===== src/rtl/cwb_pkg.sv =====
package cwb_pkg;

  localparam int STORE_LEN_DEF = 64;

  localparam int FUNC_W = 2;
  localparam int CHAR_W = 8;
  localparam int IDX_W  = 7;
  localparam int VAL_W  = 32;

  localparam logic [FUNC_W-1:0] FUNC_PUSH  = 2'd0;
  localparam logic [FUNC_W-1:0] FUNC_CLEAR = 2'd1;
  localparam logic [FUNC_W-1:0] FUNC_PARSE = 2'd2;

  localparam logic [CHAR_W-1:0] FILL_BYTE  = 8'h00;
  localparam logic [CHAR_W-1:0] SPACE_BYTE = 8'h20;
  localparam logic [CHAR_W-1:0] MINUS_BYTE = 8'h2D;
  localparam logic [CHAR_W-1:0] DIGIT_LO   = 8'h30;
  localparam logic [CHAR_W-1:0] DIGIT_HI   = 8'h39;

  typedef struct packed {
    logic [FUNC_W-1:0] func;
    logic [CHAR_W-1:0] char_in;
    logic [IDX_W-1:0]  word_index;
  } in_t;

  typedef struct packed {
    logic                    ok;
    logic signed [VAL_W-1:0] int_value;
    logic                    is_full;
  } out_t;

  // controller to datapath
  typedef struct packed {
    logic push;
    logic clear;
    logic query;
    logic other;
    logic scan;
  } ctrl_cmd_t;

  // datapath to controller
  typedef struct packed {
    logic term;
  } dp_stat_t;

endpackage


===== src/rtl/cwb_ctrl.sv =====
module cwb_ctrl (
  input  logic                         clk,
  input  logic                         rst_n,
  input  logic                         start,
  input  logic [cwb_pkg::FUNC_W-1:0]   func,
  input  cwb_pkg::dp_stat_t            stat,
  output cwb_pkg::ctrl_cmd_t           cmd,
  output logic                         busy,
  output logic                         out_strobe
);

  localparam logic ST_IDLE = 1'b0;
  localparam logic ST_SCAN = 1'b1;

  logic state_r, state_nxt;
  logic strobe_r, strobe_nxt;
  logic accept;

  assign accept = start && (state_r == ST_IDLE);

  always_comb begin
    cmd       = '0;
    cmd.push  = accept && (func == cwb_pkg::FUNC_PUSH);
    cmd.clear = accept && (func == cwb_pkg::FUNC_CLEAR);
    cmd.query = accept && (func == cwb_pkg::FUNC_PARSE);
    cmd.other = accept && !cmd.push && !cmd.clear && !cmd.query;
    cmd.scan  = (state_r == ST_SCAN);
  end

  always_comb begin
    state_nxt  = state_r;
    strobe_nxt = 1'b0;
    case (state_r)
      ST_IDLE: begin
        if (cmd.query) begin
          state_nxt = ST_SCAN;
        end else if (accept) begin
          strobe_nxt = 1'b1;
        end
      end
      ST_SCAN: begin
        if (stat.term) begin
          state_nxt  = ST_IDLE;
          strobe_nxt = 1'b1;
        end
      end
      default: begin
        state_nxt = ST_IDLE;
      end
    endcase
  end

  always_ff @(posedge clk) begin
    if (!rst_n) begin
      state_r  <= ST_IDLE;
      strobe_r <= 1'b0;
    end else begin
      state_r  <= state_nxt;
      strobe_r <= strobe_nxt;
    end
  end

  assign busy       = (state_r != ST_IDLE);
  assign out_strobe = strobe_r;

endmodule


===== src/rtl/cwb_dp.sv =====
module cwb_dp #(
  parameter int STORE_LEN = cwb_pkg::STORE_LEN_DEF
) (
  input  logic                clk,
  input  logic                rst_n,
  input  cwb_pkg::in_t        in_data,
  input  cwb_pkg::ctrl_cmd_t  cmd,
  output cwb_pkg::dp_stat_t   stat,
  output cwb_pkg::out_t       out_data
);

  localparam int ADDR_W = (STORE_LEN > 1) ? $clog2(STORE_LEN) : 1;
  localparam int CNT_W  = $clog2(STORE_LEN + 1);
  localparam int CMP_W  = (CNT_W > cwb_pkg::IDX_W) ? CNT_W : cwb_pkg::IDX_W;
  localparam int VAL_W  = cwb_pkg::VAL_W;

  logic [cwb_pkg::CHAR_W-1:0] mem [STORE_LEN];
  logic [cwb_pkg::CHAR_W-1:0] rd_data_r;
  logic [ADDR_W-1:0]          rd_addr;

  logic [CNT_W-1:0]           fill_r, fill_nxt;
  logic                       full;
  logic [cwb_pkg::CHAR_W-1:0] push_byte;

  logic [cwb_pkg::IDX_W-1:0]  idx_r;
  logic [CNT_W-1:0]           pos_r, pos_nxt;
  logic [CNT_W-1:0]           wcnt_r, wcnt_nxt;
  logic                       prev_fill_r, prev_fill_nxt;
  logic                       in_tgt_r, in_tgt_nxt;
  logic                       neg_r, neg_nxt;
  logic                       any_r, any_nxt;
  logic [VAL_W-1:0]           acc_r, acc_nxt;

  logic [cwb_pkg::CHAR_W-1:0] cur_byte;
  logic [cwb_pkg::CHAR_W-1:0] digit_off;
  logic                       is_digit;
  logic                       at_end;
  logic [VAL_W-1:0]           acc_step;
  logic [VAL_W-1:0]           digit_ext;
  logic                       term;
  logic                       pass;
  logic [VAL_W-1:0]           final_val;

  cwb_pkg::out_t              out_r;

  assign full      = (fill_r == CNT_W'(STORE_LEN));
  assign push_byte = (in_data.char_in == cwb_pkg::SPACE_BYTE) ? cwb_pkg::FILL_BYTE
                                                              : in_data.char_in;

  always_comb begin
    fill_nxt = fill_r;
    if (cmd.clear) begin
      fill_nxt = '0;
    end else if (cmd.push && !full) begin
      fill_nxt = fill_r + CNT_W'(1);
    end
  end

  // read one position ahead of the byte being examined
  assign rd_addr = cmd.scan ? pos_nxt[ADDR_W-1:0] : '0;

  always_ff @(posedge clk) begin
    if (cmd.push && !full) begin
      mem[fill_r[ADDR_W-1:0]] <= push_byte;
    end
    rd_data_r <= mem[rd_addr];
  end

  // positions past the fill count read as fill
  assign at_end    = (pos_r >= fill_r);
  assign cur_byte  = at_end ? cwb_pkg::FILL_BYTE : rd_data_r;
  assign is_digit  = (cur_byte >= cwb_pkg::DIGIT_LO) && (cur_byte <= cwb_pkg::DIGIT_HI);
  assign digit_off = cur_byte - cwb_pkg::DIGIT_LO;
  assign digit_ext = {{(VAL_W-4){1'b0}}, digit_off[3:0]};
  assign acc_step  = {acc_r[VAL_W-4:0], 3'b000} + {acc_r[VAL_W-2:0], 1'b0} + digit_ext;

  always_comb begin
    pos_nxt       = pos_r + CNT_W'(1);
    wcnt_nxt      = wcnt_r;
    prev_fill_nxt = prev_fill_r;
    in_tgt_nxt    = in_tgt_r;
    neg_nxt       = neg_r;
    any_nxt       = any_r;
    acc_nxt       = acc_r;
    term          = 1'b0;
    pass          = 1'b0;
    if (in_tgt_r) begin
      if (cur_byte == cwb_pkg::FILL_BYTE) begin
        term = 1'b1;
        pass = any_r;
      end else if (is_digit) begin
        acc_nxt = acc_step;
        any_nxt = 1'b1;
      end else begin
        term = 1'b1;
      end
    end else if (cur_byte == cwb_pkg::FILL_BYTE) begin
      prev_fill_nxt = 1'b1;
      term          = at_end;
    end else begin
      prev_fill_nxt = 1'b0;
      if (prev_fill_r) begin
        if (CMP_W'(wcnt_r) == CMP_W'(idx_r)) begin
          in_tgt_nxt = 1'b1;
          if (cur_byte == cwb_pkg::MINUS_BYTE) begin
            neg_nxt = 1'b1;
          end else if (is_digit) begin
            acc_nxt = digit_ext;
            any_nxt = 1'b1;
          end else begin
            term = 1'b1;
          end
        end else begin
          wcnt_nxt = wcnt_r + CNT_W'(1);
        end
      end
    end
  end

  assign final_val = neg_r ? (VAL_W'(0) - acc_r) : acc_r;

  always_ff @(posedge clk) begin
    if (!rst_n) begin
      fill_r <= '0;
    end else begin
      fill_r <= fill_nxt;
    end
  end

  always_ff @(posedge clk) begin
    if (cmd.query) begin
      idx_r       <= in_data.word_index;
      pos_r       <= '0;
      wcnt_r      <= '0;
      prev_fill_r <= 1'b1;
      in_tgt_r    <= 1'b0;
      neg_r       <= 1'b0;
      any_r       <= 1'b0;
      acc_r       <= '0;
    end else if (cmd.scan) begin
      pos_r       <= pos_nxt;
      wcnt_r      <= wcnt_nxt;
      prev_fill_r <= prev_fill_nxt;
      in_tgt_r    <= in_tgt_nxt;
      neg_r       <= neg_nxt;
      any_r       <= any_nxt;
      acc_r       <= acc_nxt;
    end
  end

  always_ff @(posedge clk) begin
    if (cmd.push) begin
      out_r.ok        <= !full;
      out_r.int_value <= '0;
      out_r.is_full   <= (fill_nxt == CNT_W'(STORE_LEN));
    end else if (cmd.clear) begin
      out_r.ok        <= 1'b0;
      out_r.int_value <= '0;
      out_r.is_full   <= 1'b0;
    end else if (cmd.other) begin
      out_r.ok        <= 1'b0;
      out_r.int_value <= '0;
      out_r.is_full   <= full;
    end else if (cmd.scan && term) begin
      out_r.ok        <= pass;
      out_r.int_value <= pass ? $signed(final_val) : '0;
      out_r.is_full   <= full;
    end
  end

  assign stat.term = cmd.scan && term;
  assign out_data  = out_r;

endmodule


===== src/rtl/command_word_buffer_int_parse.sv =====
// push/clear/unused codes: result the cycle after acceptance, one transaction per cycle if idle
// parse: the scan reads one stored byte per cycle from the character memory, so the result
//   comes when the target word ends or the fill_count stored bytes run out (64 in a full default store)
// busy is high only while a parse scans; the receiver cannot stall, results are strobed
// synchronous active-low reset empties the store by zeroing the fill count; no clearing pass
module command_word_buffer_int_parse #(
  parameter int STORE_LEN = cwb_pkg::STORE_LEN_DEF
) (
  input  logic          clk,
  input  logic          rst_n,
  // input channel
  input  logic          start,
  output logic          busy,
  input  cwb_pkg::in_t  in_data,
  // result channel
  output logic          out_strobe,
  output cwb_pkg::out_t out_data
);

  // command and status between controller and datapath
  cwb_pkg::ctrl_cmd_t cmd;
  cwb_pkg::dp_stat_t  stat;

  // controller: idle / scan sequencing and result strobe
  cwb_ctrl u_ctrl (
    .clk        (clk),
    .rst_n      (rst_n),
    .start      (start),
    .func       (in_data.func),
    .stat       (stat),
    .cmd        (cmd),
    .busy       (busy),
    .out_strobe (out_strobe)
  );

  // datapath: character memory, fill count, word walker and decimal accumulator
  cwb_dp #(
    .STORE_LEN (STORE_LEN)
  ) u_dp (
    .clk      (clk),
    .rst_n    (rst_n),
    .in_data  (in_data),
    .cmd      (cmd),
    .stat     (stat),
    .out_data (out_data)
  );

endmodule

===== config.mk =====
export PLATFORM = sky130hd
export DESIGN_NAME = command_word_buffer_int_parse
export DESIGN_NICKNAME = d
export VERILOG_FILES = /design/src/rtl/cwb_pkg.sv /design/src/rtl/cwb_ctrl.sv /design/src/rtl/cwb_dp.sv /design/src/rtl/command_word_buffer_int_parse.sv
export SDC_FILE = /design/constraint.sdc
export NUM_CORES = 1
export LEC_CHECK = 0
export ABC_AREA = 1
export BUFFER_PORTS_ARGS = -buffer_cell sky130_fd_sc_hd__buf_2
export CAP_MARGIN = 20
export CORE_MARGIN = 1.5
export CORE_UTILIZATION = 62
export DETAILED_ROUTE_END_ITERATION = 7
export PLACE_DENSITY_LB_ADDON = 0.1
export RECOVER_POWER = 25
export SETUP_SLACK_MARGIN = 0.05
export SYNTH_ARGS = -nofsm -noshare
export SYNTH_HDL_FRONTEND = slang
export SYNTH_HIERARCHICAL = 1
export SYNTH_SLANG_ARGS = --single-unit

===== constraint.sdc =====
create_clock -name clk -period 9.5 [get_ports clk]
set_input_delay 1.9 -clock clk [delete_from_list [all_inputs] [get_ports clk]]
set_output_delay 1.9 -clock clk [all_outputs]
set_load 0.05 [all_outputs]

==> impl_metrics.csv <==
group,metric,value,unit
outcome,status,"finished with violations",
outcome,violations_in_the_final_reports,"max-capacitance violations, max-slew violations",
final_layout,postLayoutCoreUtil,68.3,%
grt,grt_pass1_vias,20700,
yosys,largest_cells_by_area_after_synthesis,"edfxtp_1 55%, dfxtp_1 7.0%, nor2_1 6.6%",
clock_network,clock_latency_on_the_worst_skew_pair,0.63,ns
grt,grt-ovfl-total,0,
setup_path,crit_fanout,65,
grt,groute.usage.overall,32.7,%
timing,slew_viol_final,396,
timing,max_clock_freq,177,MHz
die,die_y,217,um
setup_path,critPathCaptureType,"flip-flop",
timing,hold_viol,0,
timing,max_slew.worst_pin.slew,3.94,ns
setup_path,worstPathCellList,"clkbuf_1, nor4_1, a21boi_4, buf_4",
clock_network,hold_buffers,0,
place,numPortBuffers,55,
yosys,synth_sequential_area_ratio,62.0,%
final_layout,fill_cells,3443,
timing,slew_headroom,-163,%
clock_network,tritoncts,"built",
setup_path,worstPathRequired,9.79,ns
timing,final_min_period_over_clock_period,59.6,%
clock_network,h-tree-depth,2,
clock_network,post-cts-setup-buffer-count,0,
yosys,yosys.cell_types.count,51,
final_layout,final_nets,2798,
setup_path,rrSetupSlack,4.63,ns
die,die_width,217,um
drt,detail_route.wirelength,76.4,mm
place,finalWeightedCongestion,0.979,
yosys,dominantRegCellSynth,"edfxtp_1",
setup_path,critPathArrivalTime,5.96,ns
final_layout,mostFrequentLayoutCells,"521 x edfxtp_1, 502 x nor2_1, 291 x nand2_1, 268 x o21ai_0, 159 x inv_1",
clock_network,cts-root-buf,"clkbuf_16",
drt,antenna_violating_nets_post_route,0,
clock_network,post_cts_resized,0,
yosys,syn-num-nets,2809,
die,die_area,47100,um^2
clock_network,clock_path_buffers,3,
yosys,yosys_register_bits,620,
final_layout,layout-drive-gt1-share,8.16,%
setup_path,critical_path.slowest_cell,"clkbuf_1",
clock_network,numCtsBuffers,59,
yosys,synth_async_sr_flop_share,0,%
die,core.rowCount,78,
yosys,count_of_flip_flops_with_a_built_in_enable_after_synthesis,521,
timing,skew,0.0193,ns
die,floorplan.initialDensity,62.8,%
yosys,synthDominantCellAreaShare,55.0,%
drt,firstDrtPassIters,6,
flow_run,cap_viol_max_count,6,
grt,grt_start_max_net_pins,115,
yosys,synthesis.area_per_instance,10.5,um^2
drt,route.vias.total,21200,
die,boundaryPins,56,
yosys,netlist_area,28400,um^2
setup_path,timing_worst_setup_path_type,"in -> reg",
timing,final.setup.tns,0,ns
yosys,synth.largest_area_cell,"edfxtp_1",
timing,rsz0062_at_grt,"no",
final_layout,most_common_cell_after_layout_fill_and_taps_aside,"edfxtp_1",
clock_network,path_clk_slew,0.06,ns
min_path,timing.hold.worst.class,"reg -> reg",
yosys,synth-warning-count,6,
final_layout,insertedDiodeCount,0,
drt,viasPerCell,6.31,
timing,setup-violations-final,0,
clock_network,clock_sink_count,620,
setup_path,critPathLaunchType,"input port",
drt,drc,0,
grt,antenna_found_initial,1,
drt,drt-wirelength-per-cell,22.8,um
setup_path,cp_slowest_stage_delay,2.72,ns
place,dp.final_hpwl,47.6,mm
pwr,pwrdens,199,nW/um^2
timing,period_minus_ws_final,5.67,ns
final_layout,layout-area-overhead-vs-synth,8.80,%
drt,dr.first_iter.drc_count,2499,
pwr,total_leakage_power,11.2,nW
yosys,postSynthCellCount,2717,
die,placeableCoreArea,45300,um^2
grt,grt_pass1_wl,117,mm
pwr,max-vdd-ir-drop,176,uV
-- cells in the mapped netlist (all sizes together) (4+ instances only) --
cell type	count
nand3b	7
o31ai	11
a21o	5
xor2	30
nand2	303
xnor2	16
clkinv	4
clkbuf	110
nor3	30
a21boi	5
o211ai	62
nand4	43
edfxtp	521
o21bai	19
dfxtp	99
nor4	9
o21ai	275
o311ai	9
o22ai	27
o32ai	7
or2	22
nor2	516
o221ai	70
buf	33
nand3	127
ha	70
a21oi	98
a31oi	5
o221a	6
inv	171
-- worst max-delay path, delay by kind of cell --
kind	cells	cell delay, ns
buffers and inverters	2	3.43
AND/OR/NAND/NOR	1	0.31
AO/OA/AOI/OAI	1	0.27
-- final timing paths --
| path | start | end | depth (start not counted) |
|---|---|---|---|
| worst max-delay path | in_data[9] | u_dp/mem[23][5]$_DFFE_PP_ | 4 |
| worst min register to register | u_dp/out_data[2]$_SDFFE_PP0P_ | u_dp/out_data[2]$_SDFFE_PP0P_ | 2 |
| worst min-delay path | u_dp/out_data[2]$_SDFFE_PP0P_ | u_dp/out_data[2]$_SDFFE_PP0P_ | 2 |
| worst max register to register | u_dp/pos_r[0]$_SDFFE_PP0P_ | u_dp/acc_r[28]$_SDFFE_PP0P_ | 21 |
-- per-layer routing --
layer  up-vias  wire [um]  GRT usage [%]
met5         -         13              0
met4         2       3930           16.6
met1     10200      29200           42.2
li1       9688          -              -
met3       215       6620           4.89
met2      1102      36700           54.2
-- logic make-up after synthesis --
| group | count (synthesis) | synth area share (%) |
|---|---|---|
| AO/OA/AOI/OAI | 603 | 13.1 |
| flip-flops | 620 | 62.0 |
| buffers and inverters | 318 | 4.44 |
| XOR/XNOR | 46 | 1.42 |
| adder cells (fa/ha/maj) | 72 | 3.22 |
| AND/OR/NAND/NOR | 1058 | 15.9 |
-- area by class of cell --
| class | count | area (um^2) | share of cell area, % |
|---|---|---|---|
| Sequential cell | 620 | 17600 | 57.0 |
| Multi-Input combinational cell | 1779 | 9570 | 30.9 |
| Clock buffer | 70 | 1520 | 4.91 |
| Tap cell | 600 | 751 | 2.43 |
| Inverter | 175 | 661 | 2.14 |
| Timing Repair Buffer | 71 | 430 | 1.39 |
| Clock inverter | 42 | 373 | 1.21 |
-- registers in the layout (all words and copies together) (netlist names) --
name / count
u_dp/in_tgt_r: 1
u_dp/neg_r: 1
u_dp/idx_r: 7
u_dp/wcnt_r: 7
u_dp/rd_data_r: 8
u_ctrl/busy: 1
u_ctrl/out_strobe: 1
u_dp/pos_r: 7
u_dp/any_r: 1
u_dp/fill_r: 7
u_dp/out_data: 34
u_dp/mem: 512
u_dp/prev_fill_r: 1
u_dp/acc_r: 32
-- per-stage QoR --
stage | power (mW) | hold WS, ns | cell area, um^2 | worst slack [ns] | instances
after floorplan | 3.67 | 0.445 | 28400 | 4.22 | 2717
after global placement | 3.86 | 0.456 | 29000 | 4.46 | 3242
after detailed placement | 3.88 | 0.461 | 29000 | 4.37 | 3242
after CTS | 6.15 | 0.473 | 30900 | 4.66 | 3354
after global routing | 6.34 | 0.494 | 30900 | 3.71 | 3357
final | 6.15 | 0.473 | 30900 | 3.83 | 3357
-- power breakdown --
group          internal [mW]  total (mW)  leakage, nW  switching [mW]
combinational          0.204       0.801         4.74           0.597
sequential              3.00        3.03         5.49          0.0332
clock                   1.31        2.32        0.916            1.01
(Power assumes the default switching activity.)
